File: config.mk
export PLATFORM = sky130hd
export DESIGN_NAME = xml_entity_escape_top
export DESIGN_NICKNAME = d
export VERILOG_FILES = /design/src/hw/rtl/xee_pkg.sv /design/src/hw/rtl/xml_entity_escape_top.sv
export SDC_FILE = /design/constraint.sdc
export NUM_CORES = 1
export LEC_CHECK = 0
export ABC_AREA = 1
export BUFFER_PORTS_ARGS = -buffer_cell sky130_fd_sc_hd__buf_2
export CAP_MARGIN = 20
export CORE_MARGIN = 3
export CORE_UTILIZATION = 55
export CTS_CLUSTER_SIZE = 8
export DETAILED_ROUTE_END_ITERATION = 6
export PLACE_DENSITY_LB_ADDON = 0.1
export SLEW_MARGIN = 20
export SYNTH_ARGS = -nofsm -noshare
export SYNTH_HDL_FRONTEND = slang
export SYNTH_SLANG_ARGS = --single-unit
File: constraint.sdc
create_clock -name clk_i -period 4.3 [get_ports clk_i]
set_input_delay 0.86 -clock clk_i [delete_from_list [all_inputs] [get_ports clk_i]]
set_output_delay 0.86 -clock clk_i [all_outputs]
set_load 0.005 [all_outputs]
File: src/hw/rtl/xee_pkg.sv
// Package for the XML entity escaper: types, entity text and the symbol function.
package xee_pkg;

  localparam int unsigned CodeW = 16;
  localparam int unsigned IdxW  = 3;   // up to eight symbols in one run

  localparam logic NarrowModeReset = 1'b1;

  localparam logic [CodeW-1:0] CtrlLimit  = 16'h0020;
  localparam logic [CodeW-1:0] AsciiLimit = 16'h0080;
  localparam logic [CodeW-1:0] CodeNbsp   = 16'h00A0;
  localparam logic [CodeW-1:0] Hex4Limit  = 16'h1000;
  localparam logic [CodeW-1:0] Hex3Limit  = 16'h0100;
  localparam logic [CodeW-1:0] Hex2Limit  = 16'h0010;

  typedef enum logic [2:0] {
    ENT_NONE,
    ENT_AMP,
    ENT_LT,
    ENT_GT,
    ENT_QUOT,
    ENT_APOS,
    ENT_NBSP
  } ent_e;

  typedef struct packed {
    logic [CodeW-1:0] symbol;
    logic             last;
  } esc_t;

  // Map a code to its named entity under the selected rules.
  function automatic ent_e ent_kind(logic [CodeW-1:0] code, logic narrow);
    ent_e kind;
    case (code)
      16'h0026: kind = ENT_AMP;
      16'h003C: kind = ENT_LT;
      16'h003E: kind = ENT_GT;
      16'h0022: kind = ENT_QUOT;
      16'h0027: kind = ENT_APOS;
      CodeNbsp: kind = narrow ? ENT_NONE : ENT_NBSP;
      default:  kind = ENT_NONE;
    endcase
    return kind;
  endfunction

  // Uppercase ASCII hex digit for one nibble.
  function automatic logic [7:0] hex_char(logic [3:0] nv);
    logic [7:0] c;
    if (nv < 4'd10) begin
      c = 8'h30 + {4'h0, nv};
    end else begin
      c = 8'h37 + {4'h0, nv};
    end
    return c;
  endfunction

  // Symbol at position idx of the escaped run of one code, with its last flag.
  function automatic esc_t esc_symbol(logic [CodeW-1:0] code, logic narrow,
                                      logic [IdxW-1:0] idx);
    ent_e       kind;
    logic [2:0] ndig;
    logic [3:0] len;
    logic [47:0] txt;
    logic [2:0] pos;
    logic [1:0] k;
    logic [1:0] nib;
    logic [3:0] nv;
    esc_t       r;
    kind = ent_kind(code, narrow);
    ndig = 3'd1;
    len  = 4'd1;
    txt  = '0;
    pos  = '0;
    k    = '0;
    nib  = '0;
    nv   = '0;
    r.symbol = code;
    r.last   = 1'b1;
    if (narrow && (code < CtrlLimit || code >= AsciiLimit)) begin
      // numeric reference: &#x, digits without leading zeros, ;
      if (code >= Hex4Limit) begin
        ndig = 3'd4;
      end else if (code >= Hex3Limit) begin
        ndig = 3'd3;
      end else if (code >= Hex2Limit) begin
        ndig = 3'd2;
      end else begin
        ndig = 3'd1;
      end
      len = {1'b0, ndig} + 4'd4;
      k   = 2'(idx - 3'd3);
      nib = 2'(ndig - 3'd1) - k;
      nv  = code[{nib, 2'b00} +: 4];
      case (idx)
        3'd0:    r.symbol = {8'h00, 8'h26};
        3'd1:    r.symbol = {8'h00, 8'h23};
        3'd2:    r.symbol = {8'h00, 8'h78};
        default: begin
          if ({1'b0, idx} < 4'd3 + {1'b0, ndig}) begin
            r.symbol = {8'h00, hex_char(nv)};
          end else begin
            r.symbol = {8'h00, 8'h3B};
          end
        end
      endcase
      r.last = ({1'b0, idx} == len - 4'd1);
    end else if (kind != ENT_NONE) begin
      // named entity, text right-aligned in txt
      case (kind)
        ENT_AMP:  begin txt = 48'("&amp;");  len = 4'd5; end
        ENT_LT:   begin txt = 48'("&lt;");   len = 4'd4; end
        ENT_GT:   begin txt = 48'("&gt;");   len = 4'd4; end
        ENT_QUOT: begin txt = 48'("&quot;"); len = 4'd6; end
        ENT_APOS: begin txt = 48'("&apos;"); len = 4'd6; end
        ENT_NBSP: begin txt = 48'("&nbsp;"); len = 4'd6; end
        default:  begin txt = '0;            len = 4'd1; end
      endcase
      pos = 3'(len[2:0] - 3'd1 - idx);
      r.symbol = {8'h00, txt[{pos, 3'b000} +: 8]};
      r.last   = ({1'b0, idx} == len - 4'd1);
    end
    return r;
  endfunction

endpackage

File: src/hw/rtl/xml_entity_escape_top.sv
// XML entity escaper: one character code in, its escaped run of symbols out.
//
//   channel | direction | handshake                   | payload
//   --------+-----------+-----------------------------+------------------------
//   in      | sink      | in_valid_i / in_stall_o     | code_point_i
//   out     | source    | out_valid_o / out_stall_i   | symbol_o, last_o
//   cfg     | sink      | cfg_we_i                    | cfg_wdata_i (narrow_mode)
//
// Each code yields a run of 1 to 8 symbols, one symbol per cycle from the
// output register while the output is not stalled. The word is first captured
// into the input register, and its first symbol then moves on into the output
// register.
// The next word is accepted in the cycle the current run's last symbol moves
// into the output register. Reset empties both registers and sets narrow mode.
// A stall on the output holds the output register and, through it, the input.
module xml_entity_escape_top (
  input  logic                      clk_i,
  input  logic                      rst_ni,
  input  logic                      cfg_we_i,
  input  logic                      cfg_wdata_i,
  input  logic                      in_valid_i,
  output logic                      in_stall_o,
  input  logic [xee_pkg::CodeW-1:0] code_point_i,
  output logic                      out_valid_o,
  input  logic                      out_stall_i,
  output logic [xee_pkg::CodeW-1:0] symbol_o,
  output logic                      last_o
);
  import xee_pkg::*;

  logic             mode_q;
  logic             busy_q;
  logic [CodeW-1:0] code_q;
  logic [IdxW-1:0]  idx_q;
  logic             out_valid_q;
  logic [CodeW-1:0] symbol_q;
  logic             last_q;

  logic             adv;
  logic             in_acc;
  esc_t             cur;

  // Compute the current symbol of the held word
  assign cur        = esc_symbol(code_q, mode_q, idx_q);
  assign adv        = !out_valid_q || !out_stall_i;
  assign in_stall_o = busy_q && !(adv && cur.last);
  assign in_acc     = in_valid_i && !in_stall_o;

  // Hold the mode register
  always_ff @(posedge clk_i or negedge rst_ni) begin
    if (!rst_ni) begin
      mode_q <= NarrowModeReset;
    end else if (cfg_we_i) begin
      mode_q <= cfg_wdata_i;
    end
  end

  // Advance the input control: load a word, step through its run
  always_ff @(posedge clk_i or negedge rst_ni) begin
    if (!rst_ni) begin
      busy_q <= 1'b0;
      idx_q  <= '0;
    end else if (in_acc) begin
      busy_q <= 1'b1;
      idx_q  <= '0;
    end else if (busy_q && adv) begin
      if (cur.last) begin
        busy_q <= 1'b0;
        idx_q  <= '0;
      end else begin
        idx_q <= idx_q + IdxW'(1);
      end
    end
  end

  // Capture the input word
  always_ff @(posedge clk_i) begin
    if (in_acc) begin
      code_q <= code_point_i;
    end
  end

  // Advance the output valid
  always_ff @(posedge clk_i or negedge rst_ni) begin
    if (!rst_ni) begin
      out_valid_q <= 1'b0;
    end else if (adv) begin
      out_valid_q <= busy_q;
    end
  end

  // Capture the output word
  always_ff @(posedge clk_i) begin
    if (adv && busy_q) begin
      symbol_q <= cur.symbol;
      last_q   <= cur.last;
    end
  end

  assign out_valid_o = out_valid_q;
  assign symbol_o    = symbol_q;
  assign last_o      = last_q;

  // A new word enters a busy stage only as its run's last symbol leaves
  a_accept_on_last: assert property (@(posedge clk_i) disable iff (!rst_ni)
    (in_acc && busy_q) |-> (adv && cur.last))
    else $error("input accepted while run still in progress");

  // A run that is not finished steps its index by one
  a_idx_step: assert property (@(posedge clk_i) disable iff (!rst_ni)
    (busy_q && adv && !cur.last && !in_acc) |=>
      (busy_q && idx_q == $past(idx_q) + IdxW'(1)))
    else $error("run index did not advance");

  // An idle stage holds index zero
  a_idle_idx: assert property (@(posedge clk_i) disable iff (!rst_ni)
    !busy_q |-> (idx_q == '0))
    else $error("index nonzero while idle");

  // A word that just entered starts at the first symbol
  a_start_idx: assert property (@(posedge clk_i) disable iff (!rst_ni)
    in_acc |=> (busy_q && idx_q == '0))
    else $error("new run did not start at index zero");

endmodule

== After elaboration in Yosys (flattened, before gate mapping) ==
Index checks and enable logic that the tools add are counted.

* Add/subtract/negate cells: 12
* $lt $le $gt $ge: 7
* Equal/unequal tests: 16
* Shift-type cells: 2
* Mux-type cells: 23
* Reduce and logical (&&, ||, !) cells: 18

{| class="wikitable"
|+ Operators with widths
! cell !! count
|-
| 46-bit case mux with 6 select lines || 1
|-
| 48-bit two-way mux || 2
|-
| 16-bit by 6-bit equality test with 1-bit output (second input constant) || 5
|-
| 48-bit by 7-bit indexed part select with 8-bit output || 1
|-
| 17-bit two-way mux || 2
|-
| 8-bit case mux with 3 select lines || 1
|-
| 3-bit two-way mux || 6
|-
| 3-bit case mux with 6 select lines || 1
|-
| 16-bit by 8-bit equality test with 1-bit output (second input constant) || 1
|-
| 16-bit by 13-bit >= comparator with 1-bit output (second input constant) || 1
|-
| 16-bit by 5-bit >= comparator with 1-bit output (second input constant) || 1
|-
| 16-bit by 8-bit >= comparator with 1-bit output (second input constant) || 1
|-
| 16-bit by 9-bit >= comparator with 1-bit output (second input constant) || 1
|-
| 16-bit by 6-bit < comparator with 1-bit output (second input constant) || 1
|-
| 16-bit by 5-bit indexed part select with 4-bit output || 1
|-
| 6-bit by 4-bit adder with 7-bit output (first input constant) || 2
|-
| 3-bit by 2-bit equality test with 1-bit output (second input constant) || 3
|-
| 3-bit equality test (second input constant) || 3
|-
| 3-bit case mux with 3 select lines || 1
|-
| 3-bit by 4-bit equality test with 1-bit output || 2
|-
| 4-bit two-way mux || 2
|-
| 8-bit two-way mux || 1
|-
| 4-bit by 1-bit subtractor with 4-bit output (second input constant) || 2
|-
| 7-bit two-way mux || 1
|-
| other kinds (22) || 35
|}

* Register bits: 39
* Bits of input ports: 22
* Output and inout bits: 19
* Logic and storage cells: 85

== Logic depth before layout (Yosys ltp) ==
Gate-level depths: netlist (run 1).

* Depth after elaboration: 20
* Gate-level depth with buffers: 20
* Gate-level depth less buffers: 20

== Worst setup path before layout (run 1) ==
Ideal clock, no wire load.

* Kind: reg-to-output
* From: reg code_q[2]
* To: out in_stall_o
* Arrival time: 2.482 ns
* Data required time: 3.440 ns
* Setup slack: 0.958 ns
* Cell stages (with the launch flop): 17
* Path buffers: 1
* Cell sequence: edfxtp_1 > nor2_1 > nand2_1 > nor2_1 > nand3_2 > nand2_1 > nor2_1 > ha_1 > clkbuf_1 > clkinv_1 > nand3_1 > nor2_2 > nand3_2 > nand2_4 > nand2_4 > nand2_4 > inv_1

{| class="wikitable"
|+ RTL lines
! item !! RTL line !! source
|-
| start, declared || xml_entity_escape_top.sv:33 || <nowiki>logic [CodeW-1:0] code_q;</nowiki>
|-
| start signal, assigned || xml_entity_escape_top.sv:79 || <nowiki>code_q <= code_point_i;</nowiki>
|-
| end, declared || xml_entity_escape_top.sv:22 || <nowiki>output logic in_stall_o,</nowiki>
|}

==> run_results.csv, run 1 <==
group,metric,value,unit
outcome,run_status,"finished clean",
power,p_leak,0.00156,uW
critical_path,timing.rr.start,"code_q[9]",
clocking,path_clk_slew,0.08,ns
critical_path,worstSetupEndpointType,"primary output",
cells_and_area,nets,427,
clocking,ctsHoldBuffers,0,
logic_synthesis,synth.cell_area,2770,um^2
global_routing,grt_overflow_total,0,
logic_synthesis,yosys-top-cells-count,"sky130_fd_sc_hd__nand2_1 (86), sky130_fd_sc_hd__inv_1 (44), sky130_fd_sc_hd__nor2_1 (41), sky130_fd_sc_hd__edfxtp_1 (33), sky130_fd_sc_hd__nand3_1 (33)",
timing,hold_viol_final,0,
drt,via_count,2342,
logic_synthesis,synth_top_flop_cell,"sky130_fd_sc_hd__edfxtp_1",
logic_synthesis,syn_inst,351,
drt,drcViolationCount,0,
critical_path,critical_path_class,"reg2out",
drt,drtAntennaViolNets,0,
global_routing,first_pass_grt_wire_length,10100,um
drt,wire_per_inst,12.9,um
clocking,htree_num_levels,2,
clocking,cts_buffer_depth,2,
hold_path,hold_path_class,"in2async",
floorplan,die_w,76.9,um
logic_synthesis,synth_most_common_cell,"sky130_fd_sc_hd__nand2_1",
global_routing,number_of_global_route_vias_before_repair,2160,
clocking,post_cts_resize_count,0,
floorplan,start_util,57.8,%
global_routing,track_usage,21.4,%
clocking,cts_tree,"yes",
global_routing,grt_max_degree,22,
drt,drt-pass1-iter-count,7,
logic_synthesis,area_share_of_the_largest_cell_type_after_synthesis,35.8,%
logic_synthesis,synth_largest_area_cell,"sky130_fd_sc_hd__edfxtp_1",
timing,timing.fmax,254,MHz
cells_and_area,final_cell_area,3110,um^2
logic_synthesis,synth_fp_nets,385,
critical_path,crit_path_start_kind,"flop",
placed_design,dp.final_hpwl,4770,um
timing,grt_setup_unrepaired,"false",
clocking,postCtsSetupRepairBufs,0,
power,cellPowerDensity,343,nW/um^2
floorplan,die-area,5920,um^2
logic_synthesis,synth.yosys.warnings,0,
cells_and_area,instances_no_fill,461,
critical_path,max_stage_delay,0.45,ns
critical_path,crit_fanout,13,
critical_path,crit_top_cell,"sky130_fd_sc_hd__nand2_4",
placed_design,place_area,3020,um^2
power,vdd_ir_drop_max,0.000223,V
timing,worst-slew-pin-transition,0.539,ns
floorplan,std_cell_rows,25,
drt,wl,5920,um
timing,finalCriticalPeriod,3.94,ns
critical_path,required,3.44,ns
timing,setup_viol,0,
logic_synthesis,async_flop_share,15.4,%
floorplan,die_y,76.9,um
critical_path,critPathArrivalTime,3.08,ns
placed_design,io_buffer_count,40,
cells_and_area,area.growth.synth_to_final,12.5,%
logic_synthesis,postSynthRegisterBits,39,
floorplan,num_io_pins,41,
logic_synthesis,synth_cell_types,32,
placed_design,dp.cells,453,
timing,worst_slew_margin_rel,64.0,%
global_routing,antenna_found_initial,0,
cells_and_area,layout.filler_cells,449,
drt,first_iter_violations,139,
clocking,cts_buffers,5,
logic_synthesis,synthTopCellsByArea,"sky130_fd_sc_hd__edfxtp_1 (36%), sky130_fd_sc_hd__nand2_1 (12%), sky130_fd_sc_hd__inv_1 (6.0%), sky130_fd_sc_hd__nand3_1 (6.0%), sky130_fd_sc_hd__nor2_1 (5.6%)",
placed_design,gp_congestion,0.975,
floorplan,placeableCoreArea,4790,um^2
timing,totalNegativeSetupSlack,0,ns
timing,max_clock_skew,0.00784,ns
logic_synthesis,synthesis.area_per_instance,7.88,um^2
critical_path,crit_path_cell_trace,"nor2_1 > nand2_2 > nor2_8 > nand3_2 > nand2_1 > nor2_1 > ha_2 > clkinvlp_4 > nand3_1 > nor2_2 > nand3_2 > nand2_4 > nand2_4 > nand2_4 > inv_1 > buf_2",
flow_run,cap_viol_max_count,0,
clocking,cts_num_sinks,39,
drt,via_per_inst,5.08,
clocking,clock_latency,0.30,ns
cells_and_area,n_antenna_cell,0,
cells_and_area,post_route_cells_drive_above_1_share,23.4,%
timing,slew_violations,0,
clocking,clk_root_buffer_cell,"sky130_fd_sc_hd__clkbuf_8",
logic_synthesis,synth_sequential_area_ratio,41.3,%
critical_path,rrSetupSlack,0.90,ns
critical_path,crit_path_top_delay_cell,"sky130_fd_sc_hd__ha_2",
critical_path,crit-reg2reg-capture,"code_q[8]",
timing,timing.final.crit_share,91.6,%
critical_path,r2r.worst_path.cells,16,
logic_synthesis,edff_count_synth,33,
## power breakdown
group | leakage (uW) | switching (uW) | internal, uW | total, uW
sequential | 0.000391 | 27.0 | 476 | 503
clock | 0.0000460 | 131 | 113 | 244
combinational | 0.00112 | 207 | 112 | 319
total | 0.00156 | 366 | 701 | 1070
## kinds of logic (layout without fill, tap and decap cells)
group                      Yosys count  after routing  synth area share (%)
and+or+nand+nor                    206            206                  37.4
buffers and inverters               59            102                  8.59
DFF                                 39             39                  41.3
AOI/OAI and AO/OA                   31             31                  5.88
adders and majority gates           12             12                  5.70
xor gates and xnor gates             3              3                 0.950
other                                1              1                 0.136
## stage by stage
stage	util [%]	hold WS, ns	setup slack (ns)	power [uW]
floorplan	-	0.508	0.958	733
global placement	63.1	0.544	0.592	828
detailed placement	63.1	0.544	0.547	830
CTS	64.9	0.369	0.221	1070
global route	65.0	0.366	0.135	1150
finish	65.0	0.372	0.362	1070
## worst max-delay path: cells and delay by family (launching register included)
family                   cells  cell delay, ns
flip-flops                   1            0.42
buffers and inverters        3            0.37
adder cells (fa/ha/maj)      1            0.45
AND/OR/NAND/NOR             12            1.53
## how the worst max path moves through the flow
stage / from / end / slack (ns) / cells after the start
4_1_cts: code_q[15] / in_stall_o / 0.22 / 16
3_3_place_gp: code_q[15] / in_stall_o / 0.59 / 16
3_5_place_dp: code_q[15] / in_stall_o / 0.55 / 16
6_report: code_q[9] / in_stall_o / 0.36 / 16
5_1_grt: code_q[15] / in_stall_o / 0.14 / 16
2_1_floorplan: code_q[2] / in_stall_o / 0.96 / 16
## routing by layer
layer / track usage, % / up-vias / share of wire (%)
met4: 7.43 / 0 / 1.9
met3: 3.87 / 9 / 5.8
met5: 0 / - / 0
met2: 33.4 / 73 / 44
li1: - / 1216 / -
met1: 30.0 / 1044 / 48
## sequential cells by signal, indices dropped and copies added, names as in the netlist
name	count
idx_q	3
last_o	1
out_valid_o	1
mode_q	1
code_q	16
busy_q	1
symbol_o	16
## placed cells by master (no fill, tap or decap)
| master | instances |
|---|---|
| sky130_fd_sc_hd__nand2_1 | 86 |
| sky130_fd_sc_hd__inv_1 | 44 |
| sky130_fd_sc_hd__nor2_1 | 41 |
| sky130_fd_sc_hd__buf_2 | 40 |
| sky130_fd_sc_hd__nand3_1 | 33 |
| sky130_fd_sc_hd__edfxtp_1 | 33 |
| sky130_fd_sc_hd__o21ai_0 | 15 |
| sky130_fd_sc_hd__nand2_4 | 10 |
| sky130_fd_sc_hd__nand4_1 | 10 |
| sky130_fd_sc_hd__nand2_2 | 10 |
| sky130_fd_sc_hd__ha_1 | 10 |
| sky130_fd_sc_hd__a21oi_1 | 9 |
| sky130_fd_sc_hd__nor2_2 | 7 |
| sky130_fd_sc_hd__inv_2 | 7 |
| sky130_fd_sc_hd__dfrtp_1 | 5 |
| sky130_fd_sc_hd__clkbuf_8 | 5 |
| sky130_fd_sc_hd__o21ai_1 | 4 |
| sky130_fd_sc_hd__nand3_2 | 3 |
| sky130_fd_sc_hd__o211ai_1 | 2 |
| sky130_fd_sc_hd__clkinv_1 | 2 |
| sky130_fd_sc_hd__xor2_1 | 2 |
| sky130_fd_sc_hd__nand3b_1 | 1 |
| sky130_fd_sc_hd__nor3_1 | 1 |
| sky130_fd_sc_hd__xnor2_1 | 1 |
| sky130_fd_sc_hd__nor2_8 | 1 |
| sky130_fd_sc_hd__nand3_4 | 1 |
| sky130_fd_sc_hd__o21a_1 | 1 |
| sky130_fd_sc_hd__nand4_4 | 1 |
| sky130_fd_sc_hd__clkinvlp_4 | 1 |
| sky130_fd_sc_hd__nor2_4 | 1 |
| sky130_fd_sc_hd__fa_1 | 1 |
| sky130_fd_sc_hd__ha_2 | 1 |
| sky130_fd_sc_hd__conb_1 | 1 |
| sky130_fd_sc_hd__clkinv_2 | 1 |
| sky130_fd_sc_hd__inv_6 | 1 |
| sky130_fd_sc_hd__dfstp_2 | 1 |
| sky130_fd_sc_hd__buf_4 | 1 |
## final cells by class
| type | instances | area, um^2 | share of cell area (%) |
|---|---|---|---|
| clock buffers | 5 | 68.8 | 2.21 |
| clock inverters | 3 | 17.5 | 0.563 |
| inverters | 53 | 203 | 6.51 |
| multi-input cells | 253 | 1390 | 44.6 |
| flip-flops and latches | 39 | 1140 | 36.7 |
| well taps | 67 | 83.8 | 2.69 |
| repair buffers | 41 | 208 | 6.67 |
Note: power is estimated with default switching activity, not from simulation.
==> inputs of run 2 (changes only) <==
--- a/config.mk
+++ b/config.mk
@@ -5,13 +5,14 @@
 export SDC_FILE = /design/constraint.sdc
 export NUM_CORES = 1
 export LEC_CHECK = 0
-export ABC_AREA = 1
+export ABC_AREA = 0
 export BUFFER_PORTS_ARGS = -buffer_cell sky130_fd_sc_hd__buf_2
 export CAP_MARGIN = 20
 export CORE_MARGIN = 3
 export CORE_UTILIZATION = 55
 export CTS_CLUSTER_SIZE = 8
 export DETAILED_ROUTE_END_ITERATION = 6
+export GPL_ROUTABILITY_DRIVEN = 0
 export PLACE_DENSITY_LB_ADDON = 0.1
 export SLEW_MARGIN = 20
 export SYNTH_ARGS = -nofsm -noshare
==> run 2 against run 1 <==
Net effect:
- global-route usage increased by 1.4 points
- area after synthesis fell by 0.50%
- total power grew 9.8%
- worst setup slack better by 0.013 ns
- sequential share of layout area fell by 0.62 points
- critical path depth decreased by 6
- first-iteration DRC count is 70% higher
- combinational power up 33%
- design area is 1.7% higher
- clock power grew 2%
- largest cell class unchanged
==> run_results.csv, run 2 <==
group,metric,value,unit
floorplan,num_io_pins,41,
power,cellPowerDensity,370,nW/um^2
clocking,clk_root_buffer_cell,"sky130_fd_sc_hd__clkbuf_8",
drt,drt-pass1-iter-count,5,
drt,via_per_inst,6.04,
logic_synthesis,synth_cell_types,68,
timing,max_clock_skew,0.00772,ns
critical_path,crit_path_start_kind,"flop",
timing,worst-slew-pin-transition,0.890,ns
cells_and_area,mostFrequentLayoutCell,"sky130_fd_sc_hd__buf_2",
logic_synthesis,yosys-top-cells-count,"sky130_fd_sc_hd__edfxtp_1 (33), sky130_fd_sc_hd__nor2_1 (21), sky130_fd_sc_hd__o21ai_0 (19), sky130_fd_sc_hd__nand2_1 (18)",
clocking,clock_latency,0.30,ns
clocking,cts_buffers,5,
clocking,cts_num_sinks,39,
drt,wire_per_inst,16.7,um
logic_synthesis,synth_top_flop_cell,"sky130_fd_sc_hd__edfxtp_1",
logic_synthesis,area_share_of_the_largest_cell_type_after_synthesis,36.0,%
cells_and_area,most_used_cells_in_the_layout_excluding_fill_and_tap_cells,"sky130_fd_sc_hd__buf_2 (40), sky130_fd_sc_hd__edfxtp_1 (33), sky130_fd_sc_hd__nor2_1 (21)",
critical_path,crit-reg2reg-capture,"symbol_o[1]",
cells_and_area,nets,350,
global_routing,global_route.usage.met2,34.4,%
logic_synthesis,syn_inst,265,
timing,worst_slew_margin_rel,40.7,%
floorplan,start_util,57.5,%
floorplan,die-area,5890,um^2
placed_design,dp.final_hpwl,4820,um
global_routing,grt_use_met1,32.1,%
critical_path,cp-startpoint,"code_q[6]",
logic_synthesis,synthesis.area_per_instance,10.4,um^2
logic_synthesis,synthTopCellsByArea,"sky130_fd_sc_hd__edfxtp_1 (36%), sky130_fd_sc_hd__ha_1 (5.0%), sky130_fd_sc_hd__dfrtp_1 (4.5%), sky130_fd_sc_hd__o21ai_0 (3.5%), sky130_fd_sc_hd__nor2_1 (2.9%)",
cells_and_area,post_route_cells_drive_above_1_share,24.9,%
clocking,cts_buffer_depth,2,
timing,timing.final.crit_share,91.3,%
cells_and_area,layout.filler_cells,383,
power,p_leak,0.00121,uW
critical_path,rrSetupSlack,0.40,ns
drt,drtAntennaViolNets,0,
drt,via_count,2319,
critical_path,timing.rr.start,"code_q[6]",
floorplan,die_y,76.7,um
timing,setup_viol,0,
critical_path,r2r.worst_path.cells,13,
cells_and_area,n_antenna_cell,0,
timing,timing.fmax,255,MHz
critical_path,crit_fanout,6,
clocking,ctsHoldBuffers,0,
timing,totalNegativeSetupSlack,0,ns
drt,drcViolationCount,0,
cells_and_area,area.growth.synth_to_final,15.0,%
logic_synthesis,synth.yosys.warnings,0,
timing,slew_violations,0,
placed_design,io_buffer_count,40,
global_routing,track_usage,22.9,%
critical_path,critical_path_class,"reg2out",
critical_path,crit_end,"in_stall_o",
clocking,htree_num_levels,2,
logic_synthesis,synth_sequential_area_ratio,41.5,%
logic_synthesis,synth.cell_area,2750,um^2
logic_synthesis,postSynthRegisterBits,39,
critical_path,worstSetupEndpointType,"primary output",
logic_synthesis,synth_largest_area_cell,"sky130_fd_sc_hd__edfxtp_1",
logic_synthesis,async_flop_share,15.4,%
floorplan,placeableCoreArea,4790,um^2
global_routing,antenna_found_initial,0,
global_routing,grt.met3_usage,4.69,%
global_routing,number_of_global_route_vias_before_repair,2186,
global_routing,gr-max-usage-layer,"met2",
clocking,path_clk_slew,0.08,ns
timing,hold_viol_final,0,
flow_run,cap_viol_max_count,0,
outcome,run_status,"finished clean",
global_routing,grt_max_degree,20,
drt,first_iter_violations,236,
critical_path,required,3.44,ns
clocking,cts_tree,"yes",
hold_path,hold_path_class,"in2async",
floorplan,std_cell_rows,25,
logic_synthesis,synth_fp_nets,299,
power,design_power_total,1170,uW
critical_path,critPathArrivalTime,3.07,ns
floorplan,die_w,76.7,um
logic_synthesis,edff_count_synth,33,
drt,wl,6400,um
global_routing,first_pass_grt_wire_length,10800,um
timing,finalCriticalPeriod,3.93,ns
timing,grt_setup_unrepaired,"false",
power,vdd_ir_drop_max,0.000208,V
global_routing,grt_overflow_total,0,
logic_synthesis,synth_most_common_cell,"sky130_fd_sc_hd__edfxtp_1",
run 2: logic make-up after synthesis:
group / share of synthesized area, %
mux: 5.00
flops: 41.5
compound gates: 18.2
buf+inv: 4.00
simple gates: 21.6
xor+xnor: 3.82
fa+ha+maj: 5.73
other cells: 0.136
run 2: through the flow:
step                      cell area (um^2)  utilization (%)  hold slack [ns]  worst slack, ns  instances
after floorplan                       2750                -            0.515            0.565        265
after global placement                3070             64.2            0.560            0.298        376
after detailed placement              3070             64.2            0.562            0.231        376
after CTS                             3160             66.0            0.371            0.230        384
after global routing                  3170             66.1            0.366           0.0136        384
final                                 3170             66.1            0.373            0.375        384
run 2: layer usage:
metal,vias up,routed length [um],share of wire [%]
li1,1114,-,-
met1,1075,2820,44
met2,109,2930,46
met3,21,445,7.0
met4,0,199,3.1
met5,-,0,0
run 2: area by class of cell:
| cell class | count | area [um^2] | area share, % |
|---|---|---|---|
| Clock inverter | 2 | 12.5 | 0.395 |
| Multi-Input combinational cell | 205 | 1510 | 47.6 |
| Clock buffer | 6 | 72.6 | 2.29 |
| Timing Repair Buffer | 54 | 305 | 9.64 |
| Inverter | 11 | 41.3 | 1.30 |
| Tap cell | 67 | 83.8 | 2.65 |
| Sequential cell | 39 | 1140 | 36.1 |
run 2: what timing repair did:
action,CTS,global route
resized for setup,0,1
buffers inserted,0,0
endpoints found under the setup margin,0,3
run 2: how the worst min path moves through the flow:
| stage | startpoint | end | slack, ns | depth (start not counted) |
|---|---|---|---|---|
| floorplan | idx_q[0] | idx_q[0] | 0.51 | 2 |
| global placement | out_valid_o | out_valid_o | 0.56 | 2 |
| detailed placement | out_valid_o | out_valid_o | 0.56 | 2 |
| CTS | rst_ni | out_valid_o | 0.37 | 1 |
| global route | rst_ni | busy_q | 0.37 | 1 |
| finish | rst_ni | busy_q | 0.37 | 1 |
run 2: power by group:
group / switching (uW) / internal (uW) / total (uW)
sequential: 33.9 / 467 / 501
combinational: 239 / 184 / 423
clock: 134 / 113 / 248
run 2: critical path, stage by stage (launching register included):
cell,delay [ns]
sky130_fd_sc_hd__edfxtp_1,0.51
sky130_fd_sc_hd__nor4b_1,0.48
sky130_fd_sc_hd__nand4_1,0.21
sky130_fd_sc_hd__nor3_1,0.45
sky130_fd_sc_hd__nor2_1,0.10
sky130_fd_sc_hd__ha_1,0.30
sky130_fd_sc_hd__nor3_1,0.22
sky130_fd_sc_hd__a21oi_1,0.12
sky130_fd_sc_hd__o21ai_1,0.22
sky130_fd_sc_hd__inv_1,0.06
sky130_fd_sc_hd__buf_2,0.12
